File: config.mk
export PLATFORM = sky130hd
export DESIGN_NAME = ldr_cfg
export DESIGN_NICKNAME = d
export VERILOG_FILES = /design/src/rtl/ldr_pkg.sv /design/src/rtl/ldr_cfg.sv
export SDC_FILE = /design/constraint.sdc
export NUM_CORES = 1
export LEC_CHECK = 0
export BUFFER_PORTS_ARGS = -buffer_cell sky130_fd_sc_hd__buf_2
export CAP_MARGIN = 5
export CORE_MARGIN = 2
export CORE_UTILIZATION = 35
export CTS_BUF_LIST = sky130_fd_sc_hd__clkbuf_4
export CTS_CLUSTER_SIZE = 25
export DETAILED_ROUTE_END_ITERATION = 10
export HOLD_SLACK_MARGIN = 0.1
export PLACE_DENSITY = 0.68
export REMOVE_ABC_BUFFERS = 1
export SETUP_SLACK_MARGIN = 0.1
export SLEW_MARGIN = 30
export SYNTH_ARGS = -nofsm -noshare
export SYNTH_HDL_FRONTEND = slang
export SYNTH_SLANG_ARGS = --single-unit
File: constraint.sdc
create_clock -name clk -period 1.9 [get_ports clk]
set_input_delay 0.38 -clock clk [delete_from_list [all_inputs] [get_ports clk]]
set_output_delay 0.38 -clock clk [all_outputs]
set_load 0.03 [all_outputs]
File: src/rtl/ldr_pkg.sv
// Shared types, register codes and arithmetic constants of the lamp current duty regulator.
`default_nettype none

package ldr_pkg;

  // Field widths.
  localparam int MV_W     = 12;
  localparam int GAIN_W   = 16;
  localparam int DUTY_W   = 10;
  localparam int DB_W     = 16;
  localparam int PERIOD_W = 2;
  localparam int SUM_W    = 16;

  // Averaging block length and the counter that walks through it.
  localparam int AVG_LEN = 51;
  localparam int CNT_W   = (AVG_LEN > 2) ? $clog2(AVG_LEN) : 1;

  // Exact floor division of a SUM_W-bit sum by AVG_LEN: (x * AVG_MUL) >> AVG_SHIFT.
  localparam int AVG_SHIFT = SUM_W + $clog2(AVG_LEN);
  localparam int AVG_MUL_W = SUM_W + 1;
  localparam longint unsigned AVG_MUL =
    ((64'd1 << AVG_SHIFT) + AVG_LEN - 1) / AVG_LEN;

  // Target current: x / 1000 is done as (x >> 3) / 125 with a reciprocal and one correction.
  localparam int PROD_W    = MV_W + GAIN_W;          // set_mv * gain
  localparam int TY_W      = PROD_W - 3;             // product divided by 8
  localparam int T_SHIFT   = 32;
  localparam int T_MUL_W   = 26;
  localparam longint unsigned T_MUL = (64'd1 << T_SHIFT) / 125;
  localparam int TGT_W     = 19;                     // up to 268365 mA
  localparam int T_REM_W   = TY_W + 1;

  // Measured current: (mv - 600) * 1000 / 60 = (mv - 600) * 50 / 3.
  localparam int FB_OFFSET = 600;
  localparam int MNUM_W    = 18;                     // (mv - 600) * 50
  localparam int M_SHIFT   = 20;
  localparam int M_MUL_W   = 19;
  localparam longint unsigned M_MUL = (64'd1 << M_SHIFT) / 3;
  localparam int MEAS_W    = 17;

  // Configuration port.
  localparam int ADDR_W = 5;
  localparam int DATA_W = 32;

  // Small queue between the classifying front and the duty back end.
  localparam int Q_DEPTH = 2;                        // power of two, pointers wrap freely
  localparam int QPTR_W  = $clog2(Q_DEPTH);
  localparam int QCNT_W  = $clog2(Q_DEPTH + 1);

  // Register indexes, one per 32-bit word.
  typedef enum logic [2:0] {
    REG_GAIN_DAY     = 3'd0,
    REG_GAIN_EVENING = 3'd1,
    REG_GAIN_NIGHT   = 3'd2,
    REG_DUTY_MAX     = 3'd3,
    REG_SET_MIN_MV   = 3'd4,
    REG_SET_MAX_MV   = 3'd5,
    REG_DEAD_BAND    = 3'd6
  } reg_idx_t;

  // Lighting period codes.
  typedef enum logic [PERIOD_W-1:0] {
    PERIOD_DAY     = 2'd0,
    PERIOD_EVENING = 2'd1,
    PERIOD_NIGHT   = 2'd2,
    PERIOD_NONE    = 2'd3
  } period_t;

  // Direction decided by the front for one sample.
  typedef enum logic [1:0] {
    STEP_HOLD = 2'd0,
    STEP_UP   = 2'd1,
    STEP_DOWN = 2'd2
  } step_t;

  typedef struct packed {
    logic [MV_W-1:0]     set_mv;
    logic [MV_W-1:0]     feedback_mv;
    logic [PERIOD_W-1:0] period;
    logic                analog_valid;
  } sample_t;

  typedef struct packed {
    logic [DUTY_W-1:0] duty;
    logic [DUTY_W-1:0] duty_average;
  } result_t;

  typedef struct packed {
    logic [GAIN_W-1:0] gain_day;
    logic [GAIN_W-1:0] gain_evening;
    logic [GAIN_W-1:0] gain_night;
    logic [DUTY_W-1:0] duty_max;
    logic [MV_W-1:0]   set_min_mv;
    logic [MV_W-1:0]   set_max_mv;
    logic [DB_W-1:0]   dead_band;
  } ldr_cfg_t;

  // One classified sample waiting for the back end.
  typedef struct packed {
    step_t step;
    logic  force_zero;
    logic  force_max;
  } step_entry_t;

endpackage

`default_nettype wire

File: src/rtl/ldr_cfg.sv
// APB-style configuration register file of the lamp current duty regulator.
`default_nettype none

module ldr_cfg (
  input  wire logic                      clk,
  input  wire logic                      rst,
  input  wire logic                      psel,
  input  wire logic                      penable,
  input  wire logic                      pwrite,
  input  wire logic [ldr_pkg::ADDR_W-1:0] paddr,
  input  wire logic [ldr_pkg::DATA_W-1:0] pwdata,
  output logic      [ldr_pkg::DATA_W-1:0] prdata,
  output logic                           pready,
  output ldr_pkg::ldr_cfg_t              cfg
);
  import ldr_pkg::*;

  logic     wr_en;
  reg_idx_t idx;

  assign pready = 1'b1;
  assign wr_en  = psel && penable && pwrite;
  assign idx    = reg_idx_t'(paddr[ADDR_W-1:2]);

  // Register writes; unknown word addresses are ignored.
  always_ff @(posedge clk) begin
    if (rst) begin
      cfg.gain_day     <= GAIN_W'(1000);
      cfg.gain_evening <= GAIN_W'(1000);
      cfg.gain_night   <= GAIN_W'(1000);
      cfg.duty_max     <= '1;
      cfg.set_min_mv   <= '0;
      cfg.set_max_mv   <= '1;
      cfg.dead_band    <= '0;
    end else if (wr_en) begin
      case (idx)
        REG_GAIN_DAY:     cfg.gain_day     <= pwdata[GAIN_W-1:0];
        REG_GAIN_EVENING: cfg.gain_evening <= pwdata[GAIN_W-1:0];
        REG_GAIN_NIGHT:   cfg.gain_night   <= pwdata[GAIN_W-1:0];
        REG_DUTY_MAX:     cfg.duty_max     <= pwdata[DUTY_W-1:0];
        REG_SET_MIN_MV:   cfg.set_min_mv   <= pwdata[MV_W-1:0];
        REG_SET_MAX_MV:   cfg.set_max_mv   <= pwdata[MV_W-1:0];
        REG_DEAD_BAND:    cfg.dead_band    <= pwdata[DB_W-1:0];
        default: ;
      endcase
    end
  end

  // Read mux, zero extended.
  always_comb begin
    case (idx)
      REG_GAIN_DAY:     prdata = DATA_W'(cfg.gain_day);
      REG_GAIN_EVENING: prdata = DATA_W'(cfg.gain_evening);
      REG_GAIN_NIGHT:   prdata = DATA_W'(cfg.gain_night);
      REG_DUTY_MAX:     prdata = DATA_W'(cfg.duty_max);
      REG_SET_MIN_MV:   prdata = DATA_W'(cfg.set_min_mv);
      REG_SET_MAX_MV:   prdata = DATA_W'(cfg.set_max_mv);
      REG_DEAD_BAND:    prdata = DATA_W'(cfg.dead_band);
      default:          prdata = '0;
    endcase
  end

endmodule

`default_nettype wire

-- Word level (Yosys, flattened, before mapping)
Index checks and enable logic that the tools add are counted.
- register bits: 98
- bits of input ports: 42
- output and inout bits: 131
- logic and storage cells: 24
- eq/ne operators: 6
- muxes and demuxes: 1
- reductions and logical operators: 10
- operators with widths (operator ; number):
    $pmux 16 s7 ; 1
    $reduce_and 2->1 ; 7
    $eq 3x3->1 const B ; 3
    $eq 3x2->1 const B ; 2
    $eq 3x1->1 const B ; 1
    $logic_not 3->1 ; 1
    $logic_and 1x1->1 ; 2

-- Depth between registers and ports, before layout
- depth in word-level cells: 3
- gate-level depth with buffers: 7
- mapped depth without buffers: 3

-- Worst setup path before layout
OpenSTA, ideal clock, no wires.
- kind: input port to output port
- start point: input port paddr[3] (netlist name)
- end point: output port prdata[13] (netlist name)
- arrival: 1.743 ns
- data required time: 1.520 ns
- slack: -0.223 ns
- cell stages on the path: 5
- buffers on the path: 3
- cell sequence: buf_2 > buf_4 > clkbuf_1 > a2bb2oi_1 > o21ai_0
- cells in the longest elaborated chain, start to end: 2
- elaborated cells on any way between the ends: 8
- those cells by class: eq/ne: 6; mux: 1; reduce/logical: 1
- ends and longest elaborated chain (element ; RTL line ; text):
    start, declared ; ldr_cfg.sv:10 ; input wire logic [ldr_pkg::ADDR_W-1:0] paddr,
    $eq 3x3->1 (tied with other cells) ; ldr_cfg.sv:51 ; case (idx)
    $pmux 16 s7 (*) ; ldr_cfg.sv:51 ;
    end, declared ; ldr_cfg.sv:12 ; output logic [ldr_pkg::DATA_W-1:0] prdata,
Mark *: on every way between the ends. The rest lies on a longest branch, timed or not.

-- Worst setup path in the final report
- start point: register cfg[47] (netlist name)
- end point: output port prdata[7] (netlist name)
- cells in the longest elaborated chain, start to end: 1
- ends and longest elaborated chain (element ; RTL line ; text):
    start, declared ; ldr_cfg.sv:14 ; output ldr_pkg::ldr_cfg_t cfg
    $pmux 16 s7 ; ldr_cfg.sv:51 ;
No other way between the ends.

==> reports/summary.txt <==
outcome - finished with violations
failing checks - setup timing
RSZ-0062 raised after global routing - true
# IOs - 173
PortBufs - 137
worst hold path type - in2reg
R2R depth - 4
Pleak - 0.00287 uW
Async SR Flop Fraction - 0%
Area contributors post-synth - dfxtp_1, mux2i_1, nand2b_1
max-cap violations - 0
GRT Util Overall - 21.4%
die area - 14500 um^2
H-tree levels - 3
#FFs+latches synth - 98
top flop regs - cfg (98)
routed wire length - 15500 um
Seq/Total Area, Yosys - 41.2%
CTS Buf Count - 9
Largest register FFs - 98
worst r2r src - cfg[50]
fin util - 48.0%
Pins Over Slew Limit - 0
Arr. time, crit path - 1.67 ns
Final Skew - 0 ns
Synthesis Warnings - 0
EDFF count, synth - 0
vias in the first global route - 4418
Unique masters post-synth - 38
Synth top area share - 41.2%
Non-Filler Cell Area, Final - 6360 um^2
via count - 4452
first-pass GRT wire length - 23900 um
pwr/cell area - 596 nW/um^2
Max IR drop VDD - 0.372 mV
final setup violation count - 9
Die W - 121 um
Core Area - 13200 um^2
crit path kind - reg2out
TritonCTS clock tree - built
# diodes - 0
Area Overhead vs Synth - 33.6%
CP cell instances - mux4_2 > mux2_2 > buf_6
CP required - 1.52 ns
CTS root buf - clkbuf_4
Synth Flop Type - dfxtp_1
fmax - 487 MHz
routed length per instance - 18.0 um
Min-Delay Path Depth - 3
DR vias/cell - 5.16
Syn Std Cell Area - 4760 um^2
worst skew pair latency - 0.46 ns
CTS sink cnt - 98
CP max stage cell - mux4_2
TritonRoute pass-1 iters - 5
crit path time final - 2.05 ns
CP Capture Type - primary output
Mapped Cells - 506
number of routed nets with antenna violations - 0
pre-CTS WS - -0.265 ns
largest register by flop count - cfg
Final period util - 108%
post-route DRC violation count - 0
Die Height - 121 um
FF-to-FF End - cfg[50]
gpl congestion - 0.862
std cell rows - 42
Setup crit start kind - register
HP Start - pwdata[5]
Worst-path clk slew - 0.14 ns
Top delay family on crit path - multiplexers
worst-path maximum fanout - 2
GRT overflow - 0
Mapped Avg Cell Area - 9.40 um^2
initial antenna violation count - 0
Final Worst Setup Slack - -0.154 ns
Hold Path Sink - cfg[33]
Clock Path Buffers - 2
setup TNS - -0.360 ns
slowest stage delay, CP - 0.45 ns
largest area contributor in the netlist - dfxtp_1
# nets final - 725
Worst Path Buf+Inv - 1
DP Wirelength - 11000 um
final hold vios - 0
placed cell area - 5790 um^2
reg2reg setup slack - 1.02 ns
Initial Util - 35.9%
Iteration-0 DRC Markers - 249
fraction of layout cells with a size suffix above 1 - 42.6%
largest net degree at the start of global routing - 56
==> area by class of cell <==
type                            count  area (um^2)
Clock inverter                      5         56.3
Tap cell                          176          220
Timing Repair Buffer              212         1380
Fill cell                        1323         6890
Multi-Input combinational cell    361         2620
Sequential cell                    98         2010
Clock buffer                       10         75.1
Inverter                            1         3.75
==> worst max path at each step <==
| stage | start | endpoint | slack (ns) | depth (start not counted) |
|---|---|---|---|---|
| after floorplan | paddr[4] | prdata[4] | -0.02 | 3 |
| after global placement | paddr[3] | prdata[2] | -0.25 | 6 |
| after detailed placement | paddr[3] | prdata[2] | -0.26 | 6 |
| after CTS | cfg[47] | prdata[7] | -0.19 | 3 |
| after global routing | cfg[47] | prdata[7] | -0.21 | 3 |
| final | cfg[47] | prdata[7] | -0.15 | 3 |
==> per-layer routing <==
metal	vias to the layer above	track usage (%)	part of all wire (%)
li1	2096	-	-
met1	2162	27.9	44
met2	174	34.7	48
met3	20	5.61	7.2
met4	0	6.18	1.6
met5	-	0	0
==> per-stage QoR <==
step,total power [uW],instances,hold slack [ns]
2_1_floorplan,2400,460,0.449
3_3_place_gp,2660,821,0.473
3_5_place_dp,2670,821,0.487
4_1_cts,3800,859,0.138
5_1_grt,3950,863,0.133
6_report,3790,863,0.168
==> report_power, final <==
part | leakage, uW | internal, uW | switching, uW
combinational | 0.00201 | 223 | 377
clock | 0.0000621 | 404 | 705
sequential | 0.000798 | 2070 | 11.8
==> what timing repair did <==
| action | in CTS | in global routing |
|---|---|---|
| setup buffers | 23 | 4 |
| resized for setup | 69 | 18 |
| pin swaps | 2 | 4 |
| setup endpoints to repair | 16 | 16 |
| cloned | 0 | 0 |
| hold buffers | 0 | 0 |
==> cell families after synthesis <==
logic type | synth area share (%)
simple gates | 17.5
mux | 21.2
flops | 41.2
compound gates | 12.4
buf+inv | 7.41
other cells | 0.158
==> tightest hold or removal path, stage by stage <==
cell	delay, ns
buf_2	0.11
nand3_1	0.06
a21oi_1	0.05
==> Yosys cell counts (2+ instances only) <==
cell type,count
dfxtp_1,98
mux2i_1,84
nand2b_1,55
nor2_1,54
o21ai_0,34
clkbuf_1,26
buf_4,21
a22oi_1,18
nand3_1,16
nor2b_1,15
a21oi_1,14
mux2_2,13
a32oi_1,8
buf_2,8
o211ai_1,8
a2bb2oi_1,4
buf_6,4
a221oi_1,2
and3b_1,2
conb_1,2
o21ai_1,2
or3_1,2
==> layout by cell type (no fill, tap or decap), types with 15 or more instances in the layout <==
master    count
a22oi_1      16
nand3_1      16
nand2b_1     55
nor2_1       53
conb_1       17
dfxtp_1      63
nor2b_1      15
buf_2       118
mux2i_1      83
o21ai_0      30
buf_4        82
dfxtp_2      35
Power figures use the tool's default switching activity.
