===== src/rtl/ldr_pkg.sv =====
// Shared types, register codes and arithmetic constants of the lamp current duty regulator.
`default_nettype none

package ldr_pkg;

  // Field widths.
  localparam int MV_W     = 12;
  localparam int GAIN_W   = 16;
  localparam int DUTY_W   = 10;
  localparam int DB_W     = 16;
  localparam int PERIOD_W = 2;
  localparam int SUM_W    = 16;

  // Averaging block length and the counter that walks through it.
  localparam int AVG_LEN = 51;
  localparam int CNT_W   = (AVG_LEN > 2) ? $clog2(AVG_LEN) : 1;

  // Exact floor division of a SUM_W-bit sum by AVG_LEN: (x * AVG_MUL) >> AVG_SHIFT.
  localparam int AVG_SHIFT = SUM_W + $clog2(AVG_LEN);
  localparam int AVG_MUL_W = SUM_W + 1;
  localparam longint unsigned AVG_MUL =
    ((64'd1 << AVG_SHIFT) + AVG_LEN - 1) / AVG_LEN;

  // Target current: x / 1000 is done as (x >> 3) / 125 with a reciprocal and one correction.
  localparam int PROD_W    = MV_W + GAIN_W;          // set_mv * gain
  localparam int TY_W      = PROD_W - 3;             // product divided by 8
  localparam int T_SHIFT   = 32;
  localparam int T_MUL_W   = 26;
  localparam longint unsigned T_MUL = (64'd1 << T_SHIFT) / 125;
  localparam int TGT_W     = 19;                     // up to 268365 mA
  localparam int T_REM_W   = TY_W + 1;

  // Measured current: (mv - 600) * 1000 / 60 = (mv - 600) * 50 / 3.
  localparam int FB_OFFSET = 600;
  localparam int MNUM_W    = 18;                     // (mv - 600) * 50
  localparam int M_SHIFT   = 20;
  localparam int M_MUL_W   = 19;
  localparam longint unsigned M_MUL = (64'd1 << M_SHIFT) / 3;
  localparam int MEAS_W    = 17;

  // Configuration port.
  localparam int ADDR_W = 5;
  localparam int DATA_W = 32;

  // Small queue between the classifying front and the duty back end.
  localparam int Q_DEPTH = 2;                        // power of two, pointers wrap freely
  localparam int QPTR_W  = $clog2(Q_DEPTH);
  localparam int QCNT_W  = $clog2(Q_DEPTH + 1);

  // Register indexes, one per 32-bit word.
  typedef enum logic [2:0] {
    REG_GAIN_DAY     = 3'd0,
    REG_GAIN_EVENING = 3'd1,
    REG_GAIN_NIGHT   = 3'd2,
    REG_DUTY_MAX     = 3'd3,
    REG_SET_MIN_MV   = 3'd4,
    REG_SET_MAX_MV   = 3'd5,
    REG_DEAD_BAND    = 3'd6
  } reg_idx_t;

  // Lighting period codes.
  typedef enum logic [PERIOD_W-1:0] {
    PERIOD_DAY     = 2'd0,
    PERIOD_EVENING = 2'd1,
    PERIOD_NIGHT   = 2'd2,
    PERIOD_NONE    = 2'd3
  } period_t;

  // Direction decided by the front for one sample.
  typedef enum logic [1:0] {
    STEP_HOLD = 2'd0,
    STEP_UP   = 2'd1,
    STEP_DOWN = 2'd2
  } step_t;

  typedef struct packed {
    logic [MV_W-1:0]     set_mv;
    logic [MV_W-1:0]     feedback_mv;
    logic [PERIOD_W-1:0] period;
    logic                analog_valid;
  } sample_t;

  typedef struct packed {
    logic [DUTY_W-1:0] duty;
    logic [DUTY_W-1:0] duty_average;
  } result_t;

  typedef struct packed {
    logic [GAIN_W-1:0] gain_day;
    logic [GAIN_W-1:0] gain_evening;
    logic [GAIN_W-1:0] gain_night;
    logic [DUTY_W-1:0] duty_max;
    logic [MV_W-1:0]   set_min_mv;
    logic [MV_W-1:0]   set_max_mv;
    logic [DB_W-1:0]   dead_band;
  } ldr_cfg_t;

  // One classified sample waiting for the back end.
  typedef struct packed {
    step_t step;
    logic  force_zero;
    logic  force_max;
  } step_entry_t;

endpackage

`default_nettype wire


===== src/rtl/ldr_queue.sv =====
// Short FIFO of classified samples between the front pipeline and the duty back end.
`default_nettype none

module ldr_queue (
  input  wire logic                 clk,
  input  wire logic                 rst,
  input  wire logic                 push,
  input  wire ldr_pkg::step_entry_t push_entry,
  output logic                      full,
  input  wire logic                 pop,
  output logic                      empty,
  output ldr_pkg::step_entry_t      pop_entry
);
  import ldr_pkg::*;

  step_entry_t       slots [Q_DEPTH];
  logic [QPTR_W-1:0] wr_ptr, rd_ptr;
  logic [QCNT_W-1:0] count;

  assign full      = (count == QCNT_W'(Q_DEPTH));
  assign empty     = (count == '0);
  assign pop_entry = slots[rd_ptr];

  // Slot storage.
  always_ff @(posedge clk) begin
    if (push) begin
      slots[wr_ptr] <= push_entry;
    end
  end

  // Pointers and fill count.
  always_ff @(posedge clk) begin
    if (rst) begin
      wr_ptr <= '0;
      rd_ptr <= '0;
      count  <= '0;
    end else begin
      if (push) begin
        wr_ptr <= wr_ptr + 1'b1;
      end
      if (pop) begin
        rd_ptr <= rd_ptr + 1'b1;
      end
      if (push && !pop) begin
        count <= count + 1'b1;
      end else if (pop && !push) begin
        count <= count - 1'b1;
      end
    end
  end

endmodule

`default_nettype wire


===== config.mk =====
export PLATFORM = sky130hd
export DESIGN_NAME = ldr_queue
export DESIGN_NICKNAME = d
export VERILOG_FILES = /design/src/rtl/ldr_pkg.sv /design/src/rtl/ldr_queue.sv
export SDC_FILE = /design/constraint.sdc
export NUM_CORES = 1
export LEC_CHECK = 0
export ABC_AREA = 1
export BUFFER_PORTS_ARGS = -buffer_cell sky130_fd_sc_hd__clkbuf_2
export CORE_AREA = 5 5 42 44
export CTS_BUF_LIST = sky130_fd_sc_hd__clkbuf_16
export DETAILED_ROUTE_END_ITERATION = 8
export DIE_AREA = 0 0 47 49
export HOLD_SLACK_MARGIN = 0.08
export PLACE_DENSITY = 0.63
export RECOVER_POWER = 25
export SYNTH_ARGS = -nofsm -noshare
export SYNTH_HDL_FRONTEND = slang
export SYNTH_SLANG_ARGS = --single-unit

===== constraint.sdc =====
create_clock -name clk -period 1 [get_ports clk]
set_clock_uncertainty 0.2 [all_clocks]
set_input_delay 0.1 -clock clk [delete_from_list [all_inputs] [get_ports clk]]
set_output_delay 0.1 -clock clk [all_outputs]
set_load 0.05 [all_outputs]

## Word level (Yosys, flattened, before mapping)

Memory sizes are Yosys's and may differ from the RTL's. A register that Yosys moved wholly into a read port is not among the register bits.
Cells that the tools add are included.

| word-level totals | value |
|---|---|
| register bits | 4 |
| latch bits | 0 |
| memory bits (writable) | 8 |
| ROM bits | 0 |
| bits of input ports | 8 |
| output and inout bits | 6 |
| logic and storage cells | 21 |
| memories kept | 1 |

| cells by class | value |
|---|---|
| add/subtract/negate cells | 4 |
| multipliers | 0 |
| div/mod/pow operators | 0 |
| $lt $le $gt $ge | 0 |
| equality and inequality tests | 1 |
| shifts and indexed selects | 0 |
| mux-type cells | 6 |
| bitwise gates (word level) | 0 |
| reduce and logical (&&, ||, !) cells | 6 |

Memories:

| memory | words | width | rd ports | clocked after Yosys merged registers in | wr ports | line | source |
|---|---|---|---|---|---|---|---|
| slots | 2 | 4 | 1 | 1 | 1 | ldr_queue.sv:16 | `step_entry_t slots [Q_DEPTH];` |

Operators by type and width:

| kind | number |
|---|---|
| 2-to-1 mux 1 bit | 4 |
| 2-to-1 mux 2 bit | 2 |
| adder 1 bit (second input constant) | 2 |
| adder 2 x 1 -> 2 bit (second input constant) | 1 |
| == test 2 bit (second input constant) | 1 |
| logical AND 1 bit | 2 |
| zero test 1 bit | 2 |
| zero test 2 bit | 1 |
| nonzero test 2 bit | 1 |
| subtractor 2 x 1 -> 2 bit (second input constant) | 1 |

## Depth between registers and ports, before layout

Gate-level depths: netlist (run 1).

| logic depth | value |
|---|---|
| word-level depth | 4 |
| mapped depth | 8 |
| gate-level depth less buffers | 8 |

## Worst setup path after synthesis (run 1)

OpenSTA, ideal clock, no wires.

| timing path | value |
|---|---|
| path kind | register -> output |
| start | register count[1] |
| end | output full |
| arrival | 1.019 ns |
| setup slack | -0.319 ns |
| stages on the path, launching flop included | 3 |
| path buffers | 0 |
| cells stage by stage | dfxtp_1 inv_1 nor2_1 |

| on the way | value |
|---|---|
| longest elaborated chain between the ends | 1 |

RTL lines:

| what | line | source |
|---|---|---|
| start, declared | ldr_queue.sv:18 | `logic [QCNT_W-1:0] count;` |
| start signal, assigned | ldr_queue.sv:45 | `count <= count + 1'b1;` |
| start signal, assigned | ldr_queue.sv:47 | `count <= count - 1'b1;` |
| == test 2 bit | ldr_queue.sv:20 | `assign full = (count == QCNT_W'(Q_DEPTH));` |
| end, declared | ldr_queue.sv:9 | `output logic full,` |

No other way between the ends.

==> results by group, run 1 <==
Outcome
  • Outcome: finished, violations left
  • Failing checks: setup timing

Layout
  • Fillers: 115
  • Layout cell share with drive strength beyond 1: 57.53%
  • Sequential Area: 355.3 sq um
  • Commonest cells after routing, fill and taps aside: 8 x edfxtp_1, 7 x inv_1, 6 x clkbuf_2, 6 x buf_8, 5 x dlygate4sd3_1
  • Multi-input logic area: 210.2 sq um
  • Final Net Count: 83
  • Ant. Diodes: 0
  • Commonest non-fill, non-tap cell in the layout: edfxtp_1
  • Layout area overhead: 81.75%

Synth
  • Main combinational cell family by area after synthesis: simple AND/OR/NAND/NOR gates
  • Syn_area_per_cell: 11.43 sq um
  • Fraction of the yosys area taken by sequential cells: 66.18%
  • YS warnings: 0
  • Cells after Synth: 45
  • Share of the synthesized area in the top cell type: 46.72%
  • Complex-gate fraction of the synthesized area: 1.946%
  • Mux cell area share after synthesis: 8.759%
  • Post-Syn Nets: 54
  • Post-Synth XOR/XNOR Area: 1.703%
  • #FFs+latches synth: 13
  • Ranking of synthesized cells by area: edfxtp_1 47%, dfxtp_1 19%, mux2_2 8.8%, inv_1 5.8%, nor2_1 5.1%
  • Yosys top cell by area: edfxtp_1
  • Adder-Cell Fraction of Synth Area: 2.433%
  • Post-Syn Area: 514.2 sq um
  • Distinct cells, synth: 15
  • Simple-gate portion of the synthesized area: 12.41%

STA
  • Setup violators final: 9
  • FMAX: 0.7268 GHz
  • Final min period: 1.376 ns
  • Slew headroom: 85.89%
  • WHS: 0.03958 ns
  • Fin worst setup slack: -0.3760 ns
  • Pins over their slew limit: 0
  • Sum Neg Setup Slack: -2.047 ns
  • Hold Violations, Final: 0
  • RSZ-0062 raised after global routing: true
  • Worst slew pin tran: 0.2101 ns
  • Final period util: 137.6%

Pwr
  • P_int: 1.341 mW
  • Switching power: 0.4559 mW
  • Sw Share: 25.37%
  • Maximum VDD drop: 1.218 mV
  • Combinational share of power: 23.4%
  • Cell leakage power: 0.4192 nW
  • Clock share of power: 40.3%
  • Seq pwr share: 36.3%
  • PwrDens: 1923 nW/um^2

Routing
  • Final wirelength: 1022 um
  • Residual DRC: 0
  • Vias: 393
  • Average wire per standard cell: 11.48 um
  • Vias per Instance: 4.416
  • Initial DRC count: 8
  • DRT antenna net count: 0
  • TritonRoute pass-1 iters: 4

Clocking
  • Cts bufs inserted: 3
  • Root Buffer Master: clkbuf_16
  • # H-tree levels: 1
  • Reg clk slew, reported paths: 0.04 ns
  • Clock sinks: 13
  • Clock Latency Late Sink: 0.24 ns
  • CTS max path bufs: 2
  • CTS tree: yes

GRT
  • First-pass GRT wire length: 1566 um
  • Number of global-route vias before repair: 393
  • All-layer global routing usage: 9.473%
  • Pin count of the biggest net entering global routing: 8
  • Initial antenna violation count: 0
  • GRT overflow: 0

Floorplan
  • Die Height: 49 um
  • Die span in x: 47 um
  • DIE AREA: 2303 sq um
  • Initial Util: 36.70%
  • Placeable Area: 1401 sq um
  • I/O pins: 14
  • Row count: 14

Critical path
  • Critical Path Start Type: register
  • CP endpoint kind: primary output
  • CP Class: reg2out
  • Largest fanout on the critical path: 4
  • Critical path arrival: 1.08 ns
  • Data required time of the critical path: 0.70 ns

Place
  • Worst slack, placed: -0.1956 ns
  • Port Buffers: 13
  • Post-DP HPWL: 627.6 um
  • Placer Congestion: 0.6148

Flow run
  • # Max-Cap Violations: 0

Worst hold path
  • Worst Hold Class: in2reg
[per-layer routing]
metal  vias to the layer above  global-route usage [%]  wire length (um)
met5                         -                       0                 0
met4                         0                   6.912                 0
met3                         0                   2.214                50
met2                        11                   14.03               562
met1                       177                   11.39               409
li1                        205                       -                 -
[sequential cells by signal, indices dropped and copies added (netlist names), named ones only]
name / flops
count: 2
rd_ptr: 1
slots: 8
wr_ptr: 1
[metrics by stage]
| stage | power, mW | area (sq um) | util, % | std cells |
|---|---|---|---|---|
| 2_1_floorplan | 0.8587 | 550.5 | - | 45 |
| 3_3_place_gp | 0.9282 | 665.6 | 47.50 | 78 |
| 3_5_place_dp | 0.9330 | 665.6 | 47.50 | 78 |
| 4_1_cts | 1.761 | 884.6 | 63.13 | 88 |
| 5_1_grt | 1.868 | 934.6 | 66.70 | 89 |
| 6_report | 1.797 | 934.6 | 66.70 | 89 |
[path summary, 6_finish.rpt]
kind	start	to	slack [ns]	cells past startpoint
hold / removal	pop	rd_ptr$_SDFFE_PP0P_	0.04	4
setup / recovery	register	pop_entry[0]	-0.38	2
setup reg to reg	count[0]$_SDFFE_PP0P_	count[1]$_SDFFE_PP0P_	-0.10	7
hold reg to reg	rd_ptr$_SDFFE_PP0P_	rd_ptr$_SDFFE_PP0P_	0.33	2
[Yosys cell counts, drive strengths merged]
cell type,count
xnor2,1
ha,1
nor2,7
mux2,4
o21ai,1
a21oi,1
dfxtp,5
nand4,1
inv,9
nor3,1
nand2,5
nand3,1
edfxtp,8
[power groups by stage]
stage / combinational (mW) / sequential (mW) / clock [mW]
after floorplan: 0.209 / 0.650 / 0
after global placement: 0.275 / 0.654 / 0
after detailed placement: 0.277 / 0.656 / 0
after CTS: 0.366 / 0.652 / 0.743
after global routing: 0.445 / 0.658 / 0.765
final: 0.421 / 0.652 / 0.724
[layout make-up]
class / instances / area share (%)
Clock inverter: 1 / 0.4016
Timing Repair Buffer: 24 / 24.23
Tap cell: 16 / 2.142
Multi-Input combinational cell: 23 / 22.49
Inverter: 9 / 4.685
Sequential cell: 13 / 38.02
Clock buffer: 3 / 8.032
[critical path: stages (launching register included)]
cell and delay, ns:
dfxtp_4 0.37, mux2_4 0.31, buf_8 0.15
[logic make-up after synthesis]
family / after synthesis
DFF: 13
muxes: 4
xor gates and xnor gates: 1
buffers and inverters: 9
adders and majority gates: 1
and+or+nand+nor: 15
AOI/OAI and AO/OA: 2
[repair_timing]
item                       in CTS  in global routing
gates resized for setup        26                 16
pin swaps                       5                  5
setup endpoints to repair      17                 13
hold buffers                    5                  1
hold endpoints to repair       13                  5
setup buffers                   1                  1
Note: power is estimated with default switching activity, not from simulation.
==> run 2: changes to the inputs <==
ABC_AREA = default   (was 1)
GPL_TIMING_DRIVEN = 1   (was default)
PLACE_DENSITY = 0.61   (was 0.63)
==> results by group, run 2 <==
Outcome
  • Outcome: finished, violations left
  • Failing checks: setup timing

Clocking
  • CTS max path bufs: 2 (unchanged)
  • Root Buffer Master: clkbuf_16
  • # H-tree levels: 1 (unchanged)
  • Clock Latency Late Sink: 0.24 ns (about the same)
  • Cts bufs inserted: 3 (unchanged)
  • CTS Hold Buffers Added: 5 (unchanged)
  • Reg clk slew, reported paths: 0.04 ns (about the same)
  • CTS tree: yes
  • Clock sinks: 13 (unchanged)

STA
  • Final min period: 1.380 ns (+0.003783 ns)
  • Slew headroom: 88.59% (+2.7 points)
  • Fin worst setup slack: -0.3797 ns (-0.003783 ns)
  • FMAX: 0.7248 GHz (-0.27%)
  • RSZ-0062 raised after global routing: true
  • Setup violators final: 16 (+7)
  • Hold Violations, Final: 0 (unchanged)
  • Worst slew pin tran: 0.1699 ns (-0.04022 ns)
  • Final period util: 138.0% (+0.38 points)
  • Sum Neg Setup Slack: -2.490 ns (-0.4422 ns)
  • Pins over their slew limit: 0 (unchanged)

Layout
  • Largest register by flop count: slots
  • Commonest cells after routing, fill and taps aside: 8 x edfxtp_1, 7 x clkbuf_2, 6 x buf_8
  • Fin util: 64.20% (-2.5 points)
  • Fillers: 122 (+6.1%)
  • Ant. Diodes: 0 (unchanged)
  • Cell area after layout: 899.6 sq um (-3.7%)
  • Layout area overhead: 82.49%
  • Layout cell share with drive strength beyond 1: 58.73% (+1.2 points)
  • Largest register FFs: 8 (unchanged)
  • Biggest regs: slots (8), count (2)
  • Commonest non-fill, non-tap cell in the layout: edfxtp_1
  • Final Net Count: 73 (-12%)
  • Final Non-Filler Cells: 79 (-11%)

Critical path
  • Worst-path cell chain: mux2_4 -> buf_8
  • R2r startpoint: count[0]$_SDFFE_PP0P_
  • Critical path arrival: 1.08 ns (about the same)
  • Critical-path top delay cell: dfxtp_4
  • Max stage delay on crit path: 0.38 ns (about the same)
  • Critical Path Start Type: register
  • Data required time of the critical path: 0.70 ns (about the same)
  • CP Class: reg2out
  • Largest fanout on the critical path: 4 (unchanged)
  • CP endpoint kind: primary output

Flow run
  • # Max-Cap Violations: 0 (unchanged)

Floorplan
  • Row count: 14 (unchanged)
  • Initial Util: 35.18% (-1.5 points)
  • DIE AREA: 2303 sq um (unchanged)
  • Die Height: 49 um (unchanged)
  • I/O pins: 14 (unchanged)
  • Die span in x: 47 um (unchanged)
  • Placeable Area: 1401 sq um (unchanged)

GRT
  • All-layer global routing usage: 10.83% (+1.4 points)
  • Pin count of the biggest net entering global routing: 8 (unchanged)
  • Initial antenna violation count: 0 (unchanged)
  • First-pass GRT wire length: 1690 um (+7.9%)
  • Number of global-route vias before repair: 377 (-4.1%)
  • GRT overflow: 0 (unchanged)

Synth
  • Syn_area_per_cell: 14.50 sq um (+27%)
  • Fraction of the yosys area taken by sequential cells: 69.04% (+2.9 points)
  • Post-Syn Area: 493.0 sq um (-4.1%)
  • Share of the synthesized area in the top cell type: 48.73% (+2.0 points)
  • EDFF count, synth: 8 (unchanged)
  • Cells after Synth: 34 (-24%)
  • #FFs+latches synth: 13 (unchanged)
  • Most frequent cell after synthesis: edfxtp_1
  • Post-Syn Nets: 43 (-20%)
  • YS warnings: 0 (unchanged)
  • Yosys top cell by area: edfxtp_1
  • Ranking of synthesized cells by area: edfxtp_1 49%, dfxtp_1 20%, mux2_2 9.1%, nor2_1 3.8%, xnor2_1 3.6%
  • Distinct cells, synth: 14 (-1)
  • Async S/R FF share, synth: 0% (unchanged)
  • Synth cell count leaders: 8 x edfxtp_1, 5 x dfxtp_1, 5 x nor2_1
  • Synth Flop Type: edfxtp_1

Pwr
  • Clock share of power: 39.4% (-0.9 points)
  • Cell leakage power: 0.3908 nW (-6.8%)
  • Switching power: 0.4576 mW (+0.38%)
  • Sw Share: 24.76% (-0.60 points)
  • Combinational share of power: 24.9% (+1.5 points)
  • Seq pwr share: 35.8% (-0.5 points)
  • P_int: 1.390 mW (+3.7%)
  • Maximum VDD drop: 1.197 mV (-1.7%)
  • PwrDens: 2054 nW/um^2 (+6.8%)

Place
  • Placed Area: 664.4 sq um (-0.19%)
  • Port Buffers: 13 (unchanged)
  • Placer Congestion: 0.6196 (+0.78%)
  • Post-DP HPWL: 662 um (+5.5%)
  • Placed cell count: 69 (-12%)

Routing
  • Vias: 344 (-12%)
  • Average wire per standard cell: 12.54 um (+9.2%)
  • Initial DRC count: 2 (-6)
  • DRT antenna net count: 0 (unchanged)
  • Vias per Instance: 4.354 (-1.4%)
  • TritonRoute pass-1 iters: 2 (-2)
  • Residual DRC: 0 (unchanged)
  • Final wirelength: 991 um (-3.0%)

Worst hold path
  • Hold path start: pop
  • Worst Hold Class: in2reg
==> run 2: cell types whose count changed in the layout (fill, tap and decap cells not counted), moves of 2 or more <==
cell and change:
buf_6 +2, xor2_1 +2, nand2_1 -2, nor2_4 -2, inv_1 -5, nand2_4 -2
inv_4 -2
==> run 2: worst paths after layout <==
path,cells past startpoint,end,slack [ns]
worst max-delay path,2,pop_entry[1],-0.38
worst min-delay path,4,register,0.02
worst max register to register,4,count[1]$_SDFFE_PP0P_,-0.29
worst min register to register,2,register,0.32
==> run 2: what timing repair did <==
item / CTS / global route
gates resized for setup: 17 / 11
pin swaps: 2 / 4
buffers inserted: 1 / 0
endpoints found under the setup margin: 15 / 17
endpoints found under the hold margin: 13 / 2
==> run 2: per-stage QoR <==
step	total power, mW	hold slack (ns)	setup slack, ns
6_report	1.848	0.01609	-0.3797
5_1_grt	1.943	0.05021	-0.4023
4_1_cts	1.828	0.01768	-0.4032
3_5_place_dp	0.9874	0.1018	-0.2370
3_3_place_gp	0.9816	0.09064	-0.2344
2_1_floorplan	0.8853	-0.03730	-0.1251
==> run 2: final cells by class <==
type / count / area (sq um) / area share [%]
sequential: 13 / 352.8 / 39.22
tap: 16 / 20.02 / 2.225
clock buffer: 3 / 75.07 / 8.345
inverter: 1 / 3.754 / 0.4172
timing repair buffer: 25 / 242.7 / 26.98
multi-input combinational: 20 / 201.4 / 22.39
clock inverter: 1 / 3.754 / 0.4172
==> run 2: cell families after synthesis <==
kind of cell / synth area share (%)
AOI/OAI and AO/OA: 2.029
adders and majority gates: 2.538
buffers and inverters: 0.7607
and+or+nand+nor: 9.394
xor gates and xnor gates: 7.108
DFF: 69.04
muxes: 9.136
==> run 2: power groups by stage <==
stage | combinational, mW | clock (mW) | sequential (mW)
floorplan | 0.227 | 0 | 0.658
global placement | 0.320 | 0 | 0.662
detailed placement | 0.323 | 0 | 0.664
CTS | 0.422 | 0.746 | 0.660
global route | 0.488 | 0.788 | 0.667
finish | 0.459 | 0.728 | 0.661
==> run 2: critical path, delay by kind of cell, from the launching register on <==
family	cells	cell delay [ns]
multiplexers	1	0.31
buffers and inverters	1	0.15
flip-flops	1	0.38
==> run 2: routing by layer <==
metal,part of all wire (%),global-route usage [%],vias up
li1,-,-,175
met1,40,12.53,159
met2,52,16.52,10
met3,7.5,5.535,0
met4,0,4.147,0
met5,0,0,-
