**src/rtl/ldr_pkg.sv**
```systemverilog
// Shared types, register codes and arithmetic constants of the lamp current duty regulator.
`default_nettype none

package ldr_pkg;

  // Field widths.
  localparam int MV_W     = 12;
  localparam int GAIN_W   = 16;
  localparam int DUTY_W   = 10;
  localparam int DB_W     = 16;
  localparam int PERIOD_W = 2;
  localparam int SUM_W    = 16;

  // Averaging block length and the counter that walks through it.
  localparam int AVG_LEN = 51;
  localparam int CNT_W   = (AVG_LEN > 2) ? $clog2(AVG_LEN) : 1;

  // Exact floor division of a SUM_W-bit sum by AVG_LEN: (x * AVG_MUL) >> AVG_SHIFT.
  localparam int AVG_SHIFT = SUM_W + $clog2(AVG_LEN);
  localparam int AVG_MUL_W = SUM_W + 1;
  localparam longint unsigned AVG_MUL =
    ((64'd1 << AVG_SHIFT) + AVG_LEN - 1) / AVG_LEN;

  // Target current: x / 1000 is done as (x >> 3) / 125 with a reciprocal and one correction.
  localparam int PROD_W    = MV_W + GAIN_W;          // set_mv * gain
  localparam int TY_W      = PROD_W - 3;             // product divided by 8
  localparam int T_SHIFT   = 32;
  localparam int T_MUL_W   = 26;
  localparam longint unsigned T_MUL = (64'd1 << T_SHIFT) / 125;
  localparam int TGT_W     = 19;                     // up to 268365 mA
  localparam int T_REM_W   = TY_W + 1;

  // Measured current: (mv - 600) * 1000 / 60 = (mv - 600) * 50 / 3.
  localparam int FB_OFFSET = 600;
  localparam int MNUM_W    = 18;                     // (mv - 600) * 50
  localparam int M_SHIFT   = 20;
  localparam int M_MUL_W   = 19;
  localparam longint unsigned M_MUL = (64'd1 << M_SHIFT) / 3;
  localparam int MEAS_W    = 17;

  // Configuration port.
  localparam int ADDR_W = 5;
  localparam int DATA_W = 32;

  // Small queue between the classifying front and the duty back end.
  localparam int Q_DEPTH = 2;                        // power of two, pointers wrap freely
  localparam int QPTR_W  = $clog2(Q_DEPTH);
  localparam int QCNT_W  = $clog2(Q_DEPTH + 1);

  // Register indexes, one per 32-bit word.
  typedef enum logic [2:0] {
    REG_GAIN_DAY     = 3'd0,
    REG_GAIN_EVENING = 3'd1,
    REG_GAIN_NIGHT   = 3'd2,
    REG_DUTY_MAX     = 3'd3,
    REG_SET_MIN_MV   = 3'd4,
    REG_SET_MAX_MV   = 3'd5,
    REG_DEAD_BAND    = 3'd6
  } reg_idx_t;

  // Lighting period codes.
  typedef enum logic [PERIOD_W-1:0] {
    PERIOD_DAY     = 2'd0,
    PERIOD_EVENING = 2'd1,
    PERIOD_NIGHT   = 2'd2,
    PERIOD_NONE    = 2'd3
  } period_t;

  // Direction decided by the front for one sample.
  typedef enum logic [1:0] {
    STEP_HOLD = 2'd0,
    STEP_UP   = 2'd1,
    STEP_DOWN = 2'd2
  } step_t;

  typedef struct packed {
    logic [MV_W-1:0]     set_mv;
    logic [MV_W-1:0]     feedback_mv;
    logic [PERIOD_W-1:0] period;
    logic                analog_valid;
  } sample_t;

  typedef struct packed {
    logic [DUTY_W-1:0] duty;
    logic [DUTY_W-1:0] duty_average;
  } result_t;

  typedef struct packed {
    logic [GAIN_W-1:0] gain_day;
    logic [GAIN_W-1:0] gain_evening;
    logic [GAIN_W-1:0] gain_night;
    logic [DUTY_W-1:0] duty_max;
    logic [MV_W-1:0]   set_min_mv;
    logic [MV_W-1:0]   set_max_mv;
    logic [DB_W-1:0]   dead_band;
  } ldr_cfg_t;

  // One classified sample waiting for the back end.
  typedef struct packed {
    step_t step;
    logic  force_zero;
    logic  force_max;
  } step_entry_t;

endpackage

`default_nettype wire

```
**src/rtl/ldr_back.sv**
```systemverilog
// Back end: steps the stored duty, keeps the block average and holds the result register.
`default_nettype none

module ldr_back (
  input  wire logic                 clk,
  input  wire logic                 rst,
  input  wire ldr_pkg::ldr_cfg_t    cfg,
  input  wire logic                 q_empty,
  input  wire ldr_pkg::step_entry_t entry,
  output logic                      pop,
  output logic                      result_valid,
  input  wire logic                 result_ready,
  output ldr_pkg::result_t          result
);
  import ldr_pkg::*;

  // Regulator state.
  logic [DUTY_W-1:0] duty_reg;
  logic [SUM_W-1:0]  avg_sum;
  logic [CNT_W-1:0]  avg_count;
  logic [DUTY_W-1:0] avg_value;

  // Stage between the duty update and the result register.
  logic              b1_valid;
  logic [DUTY_W-1:0] b1_duty;
  logic              b1_done;
  logic [SUM_W-1:0]  b1_sum;

  logic              out_load;
  logic              b1_free;
  logic [DUTY_W-1:0] duty_next;
  logic [SUM_W-1:0]  sum_next;
  logic [CNT_W:0]    n;
  logic              block_done;
  logic [SUM_W+AVG_MUL_W-1:0] avg_full;
  logic [DUTY_W-1:0] avg_next;

  assign out_load = b1_valid && (!result_valid || result_ready);
  assign b1_free  = !b1_valid || out_load;
  assign pop      = !q_empty && b1_free;

  // One duty step, then the forcing rules; forcing to maximum wins.
  always_comb begin
    duty_next = duty_reg;
    case (entry.step)
      STEP_UP: begin
        duty_next = (duty_reg < cfg.duty_max) ? duty_reg + 1'b1 : cfg.duty_max;
      end
      STEP_DOWN: begin
        duty_next = (duty_reg != '0) ? duty_reg - 1'b1 : duty_reg;
      end
      default: ;
    endcase
    if (entry.force_zero) begin
      duty_next = '0;
    end
    if (entry.force_max) begin
      duty_next = cfg.duty_max;
    end
  end

  // Running block sum.
  assign sum_next   = avg_sum + SUM_W'(duty_next);
  assign n          = (CNT_W+1)'(avg_count) + 1'b1;
  assign block_done = (n >= (CNT_W+1)'(AVG_LEN));

  // Exact floor mean of a finished block by reciprocal multiply.
  assign avg_full = b1_sum * AVG_MUL_W'(AVG_MUL);
  assign avg_next = b1_done ? avg_full[AVG_SHIFT +: DUTY_W] : avg_value;

  // Duty and averaging state, updated once per popped entry.
  always_ff @(posedge clk) begin
    if (rst) begin
      duty_reg  <= '0;
      avg_sum   <= '0;
      avg_count <= '0;
    end else if (pop) begin
      duty_reg <= duty_next;
      if (block_done) begin
        avg_sum   <= '0;
        avg_count <= '0;
      end else begin
        avg_sum   <= sum_next;
        avg_count <= n[CNT_W-1:0];
      end
    end
  end

  // Middle stage.
  always_ff @(posedge clk) begin
    if (rst) begin
      b1_valid <= 1'b0;
    end else if (b1_free) begin
      b1_valid <= pop;
    end
  end

  always_ff @(posedge clk) begin
    if (pop) begin
      b1_duty <= duty_next;
      b1_done <= block_done;
      b1_sum  <= sum_next;
    end
  end

  // Result register and latest average.
  always_ff @(posedge clk) begin
    if (rst) begin
      result_valid <= 1'b0;
      avg_value    <= '0;
    end else begin
      if (out_load) begin
        result_valid <= 1'b1;
        avg_value    <= avg_next;
      end else if (result_ready) begin
        result_valid <= 1'b0;
      end
    end
  end

  always_ff @(posedge clk) begin
    if (out_load) begin
      result.duty         <= b1_duty;
      result.duty_average <= avg_next;
    end
  end

endmodule

`default_nettype wire

```
**config.mk**
```make
export PLATFORM = sky130hd
export DESIGN_NAME = ldr_back
export DESIGN_NICKNAME = d
export VERILOG_FILES = /design/src/rtl/ldr_pkg.sv /design/src/rtl/ldr_back.sv
export SDC_FILE = /design/constraint.sdc
export NUM_CORES = 1
export LEC_CHECK = 0
export ABC_CLOCK_PERIOD_IN_PS = 5300
export BUFFER_PORTS_ARGS = -buffer_cell sky130_fd_sc_hd__buf_2
export CAP_MARGIN = 40
export CORE_MARGIN = 4
export CORE_UTILIZATION = 55
export CTS_CLUSTER_SIZE = 28
export DETAILED_ROUTE_END_ITERATION = 12
export PLACE_DENSITY = 0.75
export SLEW_MARGIN = 10
export SYNTH_ARGS = -nofsm -noshare
export SYNTH_HDL_FRONTEND = slang
export SYNTH_SLANG_ARGS = --single-unit
```
**constraint.sdc**
```tcl
create_clock -name clk -period 5.3 [get_ports clk]
set_input_delay 1.06 -clock clk [delete_from_list [all_inputs] [get_ports clk]]
set_output_delay 1.06 -clock clk [all_outputs]
set_load 0.01 [all_outputs]
```
Word-level counts from Yosys, hierarchy flattened
Index checks and enable logic that the tools add are counted.

ROM bits: 0. Register bits: 91. Output and inout bits: 22. Word-level logic and storage cells: 39. Latch bits: 0. Memories kept: 0. Bits in writable memories: 0.

Reductions and logical operators: 9. Shift operators: 0. Equal/unequal tests: 2. Bitwise logic cells: 0. Mux-type cells: 10. Magnitude comparators: 2. Multiply operators: 1. Add/sub/neg operators: 4. Div/mod/pow operators: 0.

Operator list (number): $mux W10 (5); $mul A16 B16 Y31 const B (1); $pmux W10 S2 (1); $add A16 B10 Y16 (1); $mux W16 (1); $add A10 B1 Y10 const B (1); $lt A10 B10 Y1 (1); $reduce_bool A10 Y1 (1); $sub A10 B1 Y10 const B (1); $add A6 B1 Y7 const B (1); $ge A7 B6 Y1 const B (1); $mux W6 (1); $logic_not A1 Y1 (3); $eq A2 B1 Y1 const B (1); $eq A2 B2 Y1 const B (1); $logic_and A1 B1 Y1 (2); $logic_or A1 B1 Y1 (2); $mux W1 (2); $reduce_bool A2 Y1 (1).

Logic depth before layout (Yosys ltp)
Gate-level depths: netlist (run 1).

Word-level depth: 7. Depth in mapped cells: 17.

Least setup slack after synthesis (run 1)
OpenSTA, ideal clock, no wires.

Kind: reg2reg. From: register b1_sum[2]. To: register result[1] (netlist bit), data pin. Buffers on the path: 0. Data required time: 5044 ps. Stages on the path, launching flop included: 15. Slack: 754 ps. Data arrival time: 4290 ps. Cell sequence: edfxtp_1 ha_1 ha_1 fa_1 inv_1 fa_1 inv_1 ha_1 ha_1 ha_1 and4_1 a221o_1 o211a_1 or3_1 a31o_2.

Longest elaborated chain between the ends: 2.

Ends and longest elaborated chain: from (decl) (RTL line ldr_back.sv:27) `logic [SUM_W-1:0] b1_sum;`; from (signal assigned) (RTL line ldr_back.sv:102) `b1_sum <= sum_next;`; $mul A16 B16 Y31 (RTL line ldr_back.sv:68) `assign avg_full = b1_sum * AVG_MUL_W'(AVG_MUL);`; $mux W10 (RTL line ldr_back.sv:69) `assign avg_next = b1_done ? avg_full[AVG_SHIFT +: DUTY_W] : avg_value;`; net avg_next[1] (RTL line ldr_back.sv:36) `logic [DUTY_W-1:0] avg_next;`; to (decl) (RTL line ldr_back.sv:13) `output ldr_pkg::result_t result`.

The timed path passes the listed nets, and every way through them passes these cells. A chain may end at the register's enable or synchronous reset.

Final worst setup path (run 1)
From: register b1_sum[2]. To: register result[3] (netlist bit), data pin.

Same word-level chain as after synthesis.

==> flow_summary.json, run 1 <==
{
  "ys_ff_latch": 91,
  "dp_slack_ps": 363.9,
  "yosysWarnings": 0,
  "cts_tree": "built",
  "yosys.cell_types.count": 78,
  "cts.sinks": 91,
  "via_count": 6547,
  "setup_violations": 0,
  "layout_common_cells": "ha_1, inv_1, nand2_1, a21oi_1, o21ai_0",
  "coreArea_um2": 14040,
  "io-pin-count": 128,
  "worstReg2RegEnd": "result[3]",
  "cp.arrival_ps": 5030,
  "layout_commonest_cell": "ha_1",
  "async_reset_ff_frac": 0,
  "power_density_nw_per_um2": 386.0,
  "status": "completed",
  "num_rows": 43,
  "fin_skew_ps": 9.245,
  "stdcell_count": 1076,
  "hpwl_um": 13930,
  "vias_per_cell": 6.085,
  "dp.cells": 1060,
  "track_usage": 0.2248,
  "routedWlPerCell_um": 16.79,
  "nets": 1154,
  "diodes": 0,
  "synth_edf_count": 47,
  "post-route-period-util": 0.9359,
  "layout-drive-gt1-share": 0.1060,
  "die-area_um2": 16490,
  "cp.required_ps": 5370,
  "worstMarginPinSlew_ps": 800.8,
  "slew-limit-headroom": 0.4661,
  "clk_path_buf_depth": 2,
  "seq_area_frac_synth": 0.2874,
  "cts_buffers": 9,
  "holdBufCountCts": 0,
  "grt_pass1_wl_um": 30230,
  "die_w_um": 128.4,
  "gp_congestion": 0.9539,
  "hold_path_depth": 0,
  "grt_max_degree": 60,
  "die_h_um": 128.4,
  "synth_flop_cell": "edfxtp_1",
  "grt_pass1_vias": 6229,
  "initial_core_util": 0.5679,
  "irDropWorstVdd_mv": 0.2433,
  "h-tree-depth": 3,
  "top_regs": "result x20, avg_sum x16, b1_sum x16",
  "path_clk_slew_ps": 70,
  "maxCapViolations": 0,
  "criticalPathCategory": "reg -> reg",
  "rsz0062_at_grt": "false",
  "firstDrtPassIters": 5,
  "finalSetupTns_ps": 0,
  "holdWs_ps": 419.5,
  "final_antenna_net_count": 0,
  "gr-total-overflow": 0,
  "fmax_mhz": 201.6,
  "synth_nets": 1125,
  "min_path_type": "reg -> reg",
  "endpoint_kind": "flop",
  "clk_latency_ps": 340,
  "startpoint_type": "flop",
  "syn_avg_cell_area_um2": 9.252,
  "netlist_instances": 862,
  "syn_to_final_growth_pct": 8.519,
  "io_buffers": 39,
  "initialDrtViolationCount": 502,
  "syn_area_um2": 7975,
  "power.total_mw": 3.340,
  "root_buffer": "clkbuf_16",
  "path_max_fanout": 3,
  "drcViolationCount": 0,
  "largest_reg_flops": 20,
  "hold_viol": 0,
  "regToRegSetupSlack_ps": 340,
  "antenna_found_initial": 0,
  "wirelength_um": 18070,
  "p_leak_nw": 3.999,
  "largest_register": "result",
  "min_to": "result[14]",
  "cts_resized": 0,
  "setup_ws_ps": 339.6,
  "post_cts_buffers": 0,
  "post-route-min-period_ps": 4960,
  "maxSlewViolCount": 0,
  "startpoint": "b1_sum[2]",
  "timing.rr.start": "b1_sum[2]",
  "r2r.worst_path.cells": 14,
  "hp-start": "b1_duty[4]"
}
## Yosys cell counts, types with 6 or more instances
master	number	share of area
a21oi_1	58	0.036
a211oi_1	13	0.012
nor2_1	31	0.015
o21ai_0	50	0.031
o21a_1	9	0.0085
inv_1	95	0.045
xor2_1	14	0.015
nor3_1	16	0.010
nand2b_1	9	0.0071
buf_2	6	0.0038
nand2_1	63	0.030
edfxtp_1	47	0.18
nand4_1	9	0.0071
nand3_1	34	0.021
o31ai_1	9	0.0085
ha_1	135	0.21
o21ai_1	8	0.0050
a32o_1	7	0.0088
clkbuf_1	23	0.011
o211ai_1	11	0.010
dfxtp_1	44	0.11
and3_1	6	0.0047
fa_1	22	0.055
a31oi_1	11	0.0086
xnor2_1	15	0.016
a21o_1	9	0.0085
## per-layer routing
metal,global-route usage,up-vias,share of wire
met5,0,-,0
met4,0.04869,0,0.014
met3,0.05147,27,0.070
met2,0.3457,208,0.45
met1,0.3255,3097,0.47
li1,-,3215,-
## logic make-up (layout without fill, tap and decap cells)
logic type	after synthesis	in the layout	share of synthesized area
AO/OA/AOI/OAI	237	237	0.2016
buffers and inverters	129	163	0.06260
multiplexers	5	5	0.006589
adder cells (fa/ha/maj)	157	157	0.2670
AND/OR/NAND/NOR	213	213	0.1401
XOR/XNOR	30	30	0.03467
flip-flops	91	91	0.2874
## power breakdown
group          internal (mW)  switching (mW)  total (mW)  leakage (nW)
logic                  0.725            1.09        1.82          3.03
clock network          0.369           0.280       0.649         0.150
registers              0.819          0.0557       0.875         0.824
total                   1.91            1.43        3.34          4.00
## critical path, stage by stage, from the launching register on
cell      delay (ps)
edfxtp_1         440
ha_1             380
ha_1             340
fa_1             510
inv_1             50
fa_1             490
inv_1             40
ha_1             280
ha_1             290
ha_1             320
and4_1           250
a221o_1          360
o31ai_1          510
xor2_1           330
a21oi_1          110
## worst max-delay path by stage
stage	end	depth (start not counted)	slack, ps
2_1_floorplan	result[1]	14	750
3_3_place_gp	avg_sum[10]	20	370
3_5_place_dp	avg_sum[10]	18	360
5_1_grt	result[8]	15	110
4_1_cts	result[8]	15	360
6_report	result[3]	14	340
## final cells by class
cell class / instances / area, um^2
Inverter: 96 / 360.3
Multi-Input combinational cell: 642 / 5184
Sequential cell: 91 / 2292
Fill cell: 1220 / 5388
Timing Repair Buffer: 51 / 292.8
Clock inverter: 7 / 75.07
Clock buffer: 9 / 225.2
Tap cell: 180 / 225.2
## stage by stage
step	util	instance area (um^2)
after floorplan	-	7975
after global placement	0.5939	8339
after detailed placement	0.5949	8354
after CTS	0.6163	8655
after global routing	0.6163	8655
final	0.6163	8655
Note: power is estimated with default switching activity, not from simulation.
==> run 2: changes to the inputs <==
--- a/config.mk
+++ b/config.mk
@@ -9,10 +9,11 @@
 export BUFFER_PORTS_ARGS = -buffer_cell sky130_fd_sc_hd__buf_2
 export CAP_MARGIN = 40
 export CORE_MARGIN = 4
-export CORE_UTILIZATION = 55
+export CORE_UTILIZATION = 30
 export CTS_CLUSTER_SIZE = 28
 export DETAILED_ROUTE_END_ITERATION = 12
-export PLACE_DENSITY = 0.75
+export PLACE_DENSITY = 0.45
+export SETUP_SLACK_MARGIN = 0.4
 export SLEW_MARGIN = 10
 export SYNTH_ARGS = -nofsm -noshare
 export SYNTH_HDL_FRONTEND = slang
==> run 2 against run 1 <==
Compared with the run above: sequential share of layout area is 1.3 points lower; hold slack barely moved; routed wire length increased by 16%; first-iteration DRC count decreased by 20%; setup slack improved by 190 ps; critical path type unchanged; critical endpoint is now result[9]; largest cell class unchanged.
==> flow_summary.json, run 2 (synthesis results as in run 1) <==
{
  "status": "completed",
  "clk_latency_ps": 360,
  "final_area_um2": 9110,
  "drcViolationCount": 0,
  "worstReg2RegEnd": "result[9]",
  "hpwl_um": 15920,
  "min_path_type": "reg -> reg",
  "post-route-period-util": 0.8993,
  "path_max_fanout": 4,
  "die_w_um": 171.0,
  "p_leak_nw": 4.060,
  "top_regs": "result x20, avg_sum x16, b1_sum x16",
  "clk_path_buf_depth": 2,
  "root_buffer": "clkbuf_16",
  "criticalPathCategory": "reg -> reg",
  "startpoint_type": "flop",
  "antenna_found_initial": 0,
  "die_h_um": 171.0,
  "hp-start": "b1_duty[3]",
  "power.total_mw": 3.583,
  "worstMarginPinSlew_ps": 823.2,
  "nets": 1169,
  "irDropWorstVdd_mv": 0.2045,
  "power_density_nw_per_um2": 393.3,
  "h-tree-depth": 3,
  "postPlaceCellArea_um2": 8606,
  "hold_path_depth": 0,
  "startpoint": "b1_sum[4]",
  "finalSetupTns_ps": 0,
  "slew-limit-headroom": 0.4506,
  "grt_max_degree": 60,
  "layout-drive-gt1-share": 0.1361,
  "r2r.worst_path.cells": 16,
  "rsz0062_at_grt": "false",
  "timing.rr.start": "b1_sum[4]",
  "routedWlPerCell_um": 16.80,
  "largest_reg_flops": 20,
  "initialDrtViolationCount": 402,
  "layout_commonest_cell": "ha_1",
  "die-area_um2": 29260,
  "fin_skew_ps": 13.71,
  "setup_violations": 0,
  "coreArea_um2": 26130,
  "min_to": "result[13]",
  "largest_register": "result",
  "initial_core_util": 0.3052,
  "cp.required_ps": 5500,
  "wirelength_um": 20940,
  "syn_to_final_growth_pct": 14.23,
  "firstDrtPassIters": 5,
  "grt_pass1_vias": 6285,
  "gp_congestion": 0.8643,
  "cts_tree": "built",
  "holdWs_ps": 419.8,
  "gr-total-overflow": 0,
  "num_rows": 59,
  "cts.sinks": 91,
  "path_clk_slew_ps": 70,
  "io-pin-count": 128,
  "holdBufCountCts": 0,
  "cts_buffers": 9,
  "post-route-min-period_ps": 4766,
  "regToRegSetupSlack_ps": 530,
  "diodes": 0,
  "cp.arrival_ps": 4960,
  "hold_viol": 0,
  "fmax_mhz": 209.8,
  "layout_common_cells": "ha_1, inv_1, nand2_1, a21oi_1, o21ai_0",
  "vias_per_cell": 5.264,
  "track_usage": 0.1437,
  "io_buffers": 39,
  "endpoint_kind": "flop",
  "maxSlewViolCount": 0,
  "final_antenna_net_count": 0,
  "maxCapViolations": 0,
  "via_count": 6559,
  "grt_pass1_wl_um": 33590
}
-- run 2: cell count changes in the layout (fill, tap and decap cells not counted), moves of 2 or more --
cell      delta
buf_4       +15
clkinv_2     -2
ha_4        +11
ha_1        -11
-- run 2: metrics by stage --
stage	util	setup slack (ps)	std cells
global route	0.3486	369.1	1246
floorplan	-	754.4	862
CTS	0.3420	382.1	1242
detailed placement	0.3293	338.6	1222
finish	0.3486	533.8	1246
global placement	0.3285	291.8	1221
-- run 2: repair_timing --
item                       CTS  global route
pin swaps                    1             7
setup endpoints to repair    3             9
gates resized for setup      2            13
buffers inserted             4             4
-- run 2: how the worst max path moves through the flow --
| stage | endpoint | slack, ps |
|---|---|---|
| 4_1_cts | result[9] | 380 |
| 3_3_place_gp | avg_sum[12] | 290 |
| 2_1_floorplan | result[1] | 750 |
| 6_report | result[9] | 530 |
| 5_1_grt | result[9] | 370 |
| 3_5_place_dp | result[9] | 340 |
-- run 2: where the power goes --
| part | internal (mW) | total (mW) | switching, mW |
|---|---|---|---|
| logic | 0.863 | 2.05 | 1.18 |
| clock network | 0.332 | 0.662 | 0.329 |
| registers | 0.818 | 0.875 | 0.0566 |
| total | 2.01 | 3.58 | 1.57 |
-- run 2: final cells by class --
class,count,area (um^2)
fillers,2766,17020
multi-input cells,642,5333
flip-flops and latches,91,2292
well taps,335,419.2
repair buffers,66,410.4
inverters,96,360.3
clock buffers,9,225.2
clock inverters,7,70.07
-- run 2: metal layers --
layer | vias to the layer above | track usage | routed length [um]
li1 | 3260 | - | -
met1 | 3187 | 0.2177 | 10870
met2 | 97 | 0.2177 | 9189
met3 | 15 | 0.01987 | 634
met4 | 0 | 0.02962 | 246
met5 | - | 0 | 0
-- run 2: worst max-delay path, stage by stage (launching register included) --
cell,delay [ps]
edfxtp_1,470
ha_4,250
ha_1,280
inv_1,80
fa_1,440
fa_1,510
inv_1,50
ha_1,290
ha_1,310
ha_1,330
and4_4,240
and3_4,240
nand4_4,150
a2111oi_4,470
buf_4,200
o2111ai_1,110
nand3_1,190
==> run 3: changes to the inputs <==
--- a/config.mk
+++ b/config.mk
@@ -5,6 +5,7 @@
 export SDC_FILE = /design/constraint.sdc
 export NUM_CORES = 1
 export LEC_CHECK = 0
+export ABC_AREA = 1
 export ABC_CLOCK_PERIOD_IN_PS = 5300
 export BUFFER_PORTS_ARGS = -buffer_cell sky130_fd_sc_hd__buf_2
 export CAP_MARGIN = 40
==> run 3 against run 2 <==
Compared with the run above: routed wire length shrank 1.4%; total power is 4.7% higher; sequential power rose by 0.8%; final cell count grew 22%; highest routed layer unchanged; via count rose by 5.1%.
==> flow_summary.json, run 3 <==
{
  "gp_congestion": 0.8504,
  "status": "completed",
  "initialDrtViolationCount": 289,
  "maxSlewViolCount": 0,
  "worstMarginPinSlew_ps": 555.4,
  "synth_flop_cell": "edfxtp_1",
  "power_density_nw_per_um2": 408.4,
  "largest_register": "result",
  "die_w_um": 174.6,
  "ys_top_cells_by_area": "ha_1, edfxtp_1, nand2_1",
  "die-area_um2": 30490,
  "wirelength_um": 20650,
  "async_reset_ff_frac": 0,
  "irDropWorstVdd_mv": 0.1758,
  "cts_resized": 0,
  "grt_max_degree": 41,
  "netlist_instances": 1107,
  "synth_top_area_share": 0.2029,
  "yosysTopAreaCell": "ha_1",
  "final_antenna_net_count": 0,
  "slew-limit-headroom": 0.6297,
  "post-route-min-period_ps": 4495,
  "path_max_fanout": 4,
  "post_cts_buffers": 0,
  "firstDrtPassIters": 5,
  "yosys.cell_types.count": 43,
  "power.total_mw": 3.752,
  "drcViolationCount": 0,
  "grt_pass1_vias": 6846,
  "cts.sinks": 91,
  "setup_violations": 0,
  "hold_viol": 0,
  "min_path_type": "reg -> reg",
  "cp.arrival_ps": 4590,
  "io-pin-count": 128,
  "layout_commonest_cell": "nand2_1",
  "num_rows": 60,
  "coreArea_um2": 27100,
  "finalSetupTns_ps": 0,
  "cp.required_ps": 5400,
  "startpoint_type": "flop",
  "fin_skew_ps": 9.730,
  "via_count": 6894,
  "routedWlPerCell_um": 13.61,
  "initial_core_util": 0.3072,
  "seq_area_frac_synth": 0.2753,
  "criticalPathCategory": "reg -> reg",
  "die_h_um": 174.6,
  "track_usage": 0.1408,
  "grt_pass1_wl_um": 35010,
  "maxCapViolations": 0,
  "h-tree-depth": 3,
  "cts_buffers": 9,
  "register_area_um2": 2292,
  "holdWs_ps": 423.1,
  "syn_area_um2": 8327,
  "nets": 1403,
  "root_buffer": "clkbuf_16",
  "multi_input_area_um2": 5245,
  "p_leak_nw": 4.804,
  "synth_nets": 1370,
  "holdBufCountCts": 0,
  "layout_common_cells": "nand2_1, inv_1, ha_1, nand3_1, a21oi_1",
  "endpoint_kind": "flop",
  "hpwl_um": 16820,
  "antenna_found_initial": 0,
  "top_regs": "result x20, avg_sum x16, b1_sum x16",
  "rsz0062_at_grt": "false",
  "clk_path_buf_depth": 2,
  "dp.cells": 1501,
  "cts_tree": "built",
  "gr-total-overflow": 0,
  "syn_avg_cell_area_um2": 7.522,
  "post-route-period-util": 0.8482,
  "layout-drive-gt1-share": 0.07336,
  "synth.most_common_cell": "nand2_1",
  "ys_ff_latch": 91,
  "largest_reg_flops": 20,
  "fmax_mhz": 222.5,
  "stdcell_count": 1517,
  "syn_to_final_growth_pct": 10.34,
  "io_buffers": 39,
  "diodes": 0,
  "path_clk_slew_ps": 70,
  "synthTopCellsByCount": "nand2_1, inv_1, ha_1",
  "clk_latency_ps": 350,
  "yosysWarnings": 0,
  "fill_cells": 2921,
  "vias_per_cell": 4.544,
  "synth_edf_count": 47
}
[run 3: routing by layer]
| layer | track usage | wire, um | up-vias |
|---|---|---|---|
| met5 | 0 | 0 | - |
| met4 | 0.03077 | 335 | 0 |
| met3 | 0.01904 | 438 | 18 |
| met2 | 0.2481 | 9916 | 76 |
| met1 | 0.1843 | 9961 | 3117 |
| li1 | - | - | 3683 |
[run 3: kinds of logic after synthesis]
| group | share of synthesized area |
|---|---|
| flops | 0.2753 |
| xor+xnor | 0.02735 |
| compound gates | 0.07543 |
| simple gates | 0.2714 |
| buf+inv | 0.09481 |
| fa+ha+maj | 0.2557 |
[run 3: area by class of cell]
cell class / instances / share of cell area
clock inverters: 6 / 0.005039
multi-input cells: 817 / 0.5709
repair buffers: 44 / 0.02669
well taps: 372 / 0.05066
flip-flops and latches: 91 / 0.2495
clock buffers: 10 / 0.02492
inverters: 177 / 0.07231
[run 3: metrics by stage]
| step | utilization | area [um^2] | setup WS (ps) |
|---|---|---|---|
| floorplan | - | 8327 | 1249 |
| detailed placement | 0.3289 | 8912 | 765.8 |
| global placement | 0.3281 | 8892 | 799.7 |
| finish | 0.3390 | 9188 | 804.7 |
| CTS | 0.3390 | 9188 | 744.8 |
| global route | 0.3390 | 9188 | 453.3 |
[run 3: path summary, 6_finish.rpt]
path / to / depth (start not counted) / slack, ps / from
worst min-delay path: result[11] / 0 / 420 / b1_duty[1]
worst min register to register: result[11] / 0 / 420 / b1_duty[1]
worst max-delay path: result[6] / 17 / 800 / b1_sum[7]
worst max register to register: result[6] / 17 / 800 / b1_sum[7]
[run 3: power breakdown]
group / leakage, nW / total (mW) / switching, mW / internal, mW
clock: 0.135 / 0.622 / 0.298 / 0.324
combinational: 3.84 / 2.25 / 1.45 / 0.798
sequential: 0.824 / 0.882 / 0.0574 / 0.824
total: 4.80 / 3.75 / 1.81 / 1.95
[run 3: critical path, stage by stage, from the launching register on]
cell and delay, ps:
edfxtp_1 510, ha_1 340, ha_1 320, fa_1 520
inv_1 60, fa_1 500, inv_1 40, ha_1 280
ha_1 300, ha_1 350, a21oi_1 280, o21ai_0 190
nand2_1 100, nand2_1 50, nor2_1 130, nand3_1 90
nand3_1 100, nand2_1 80
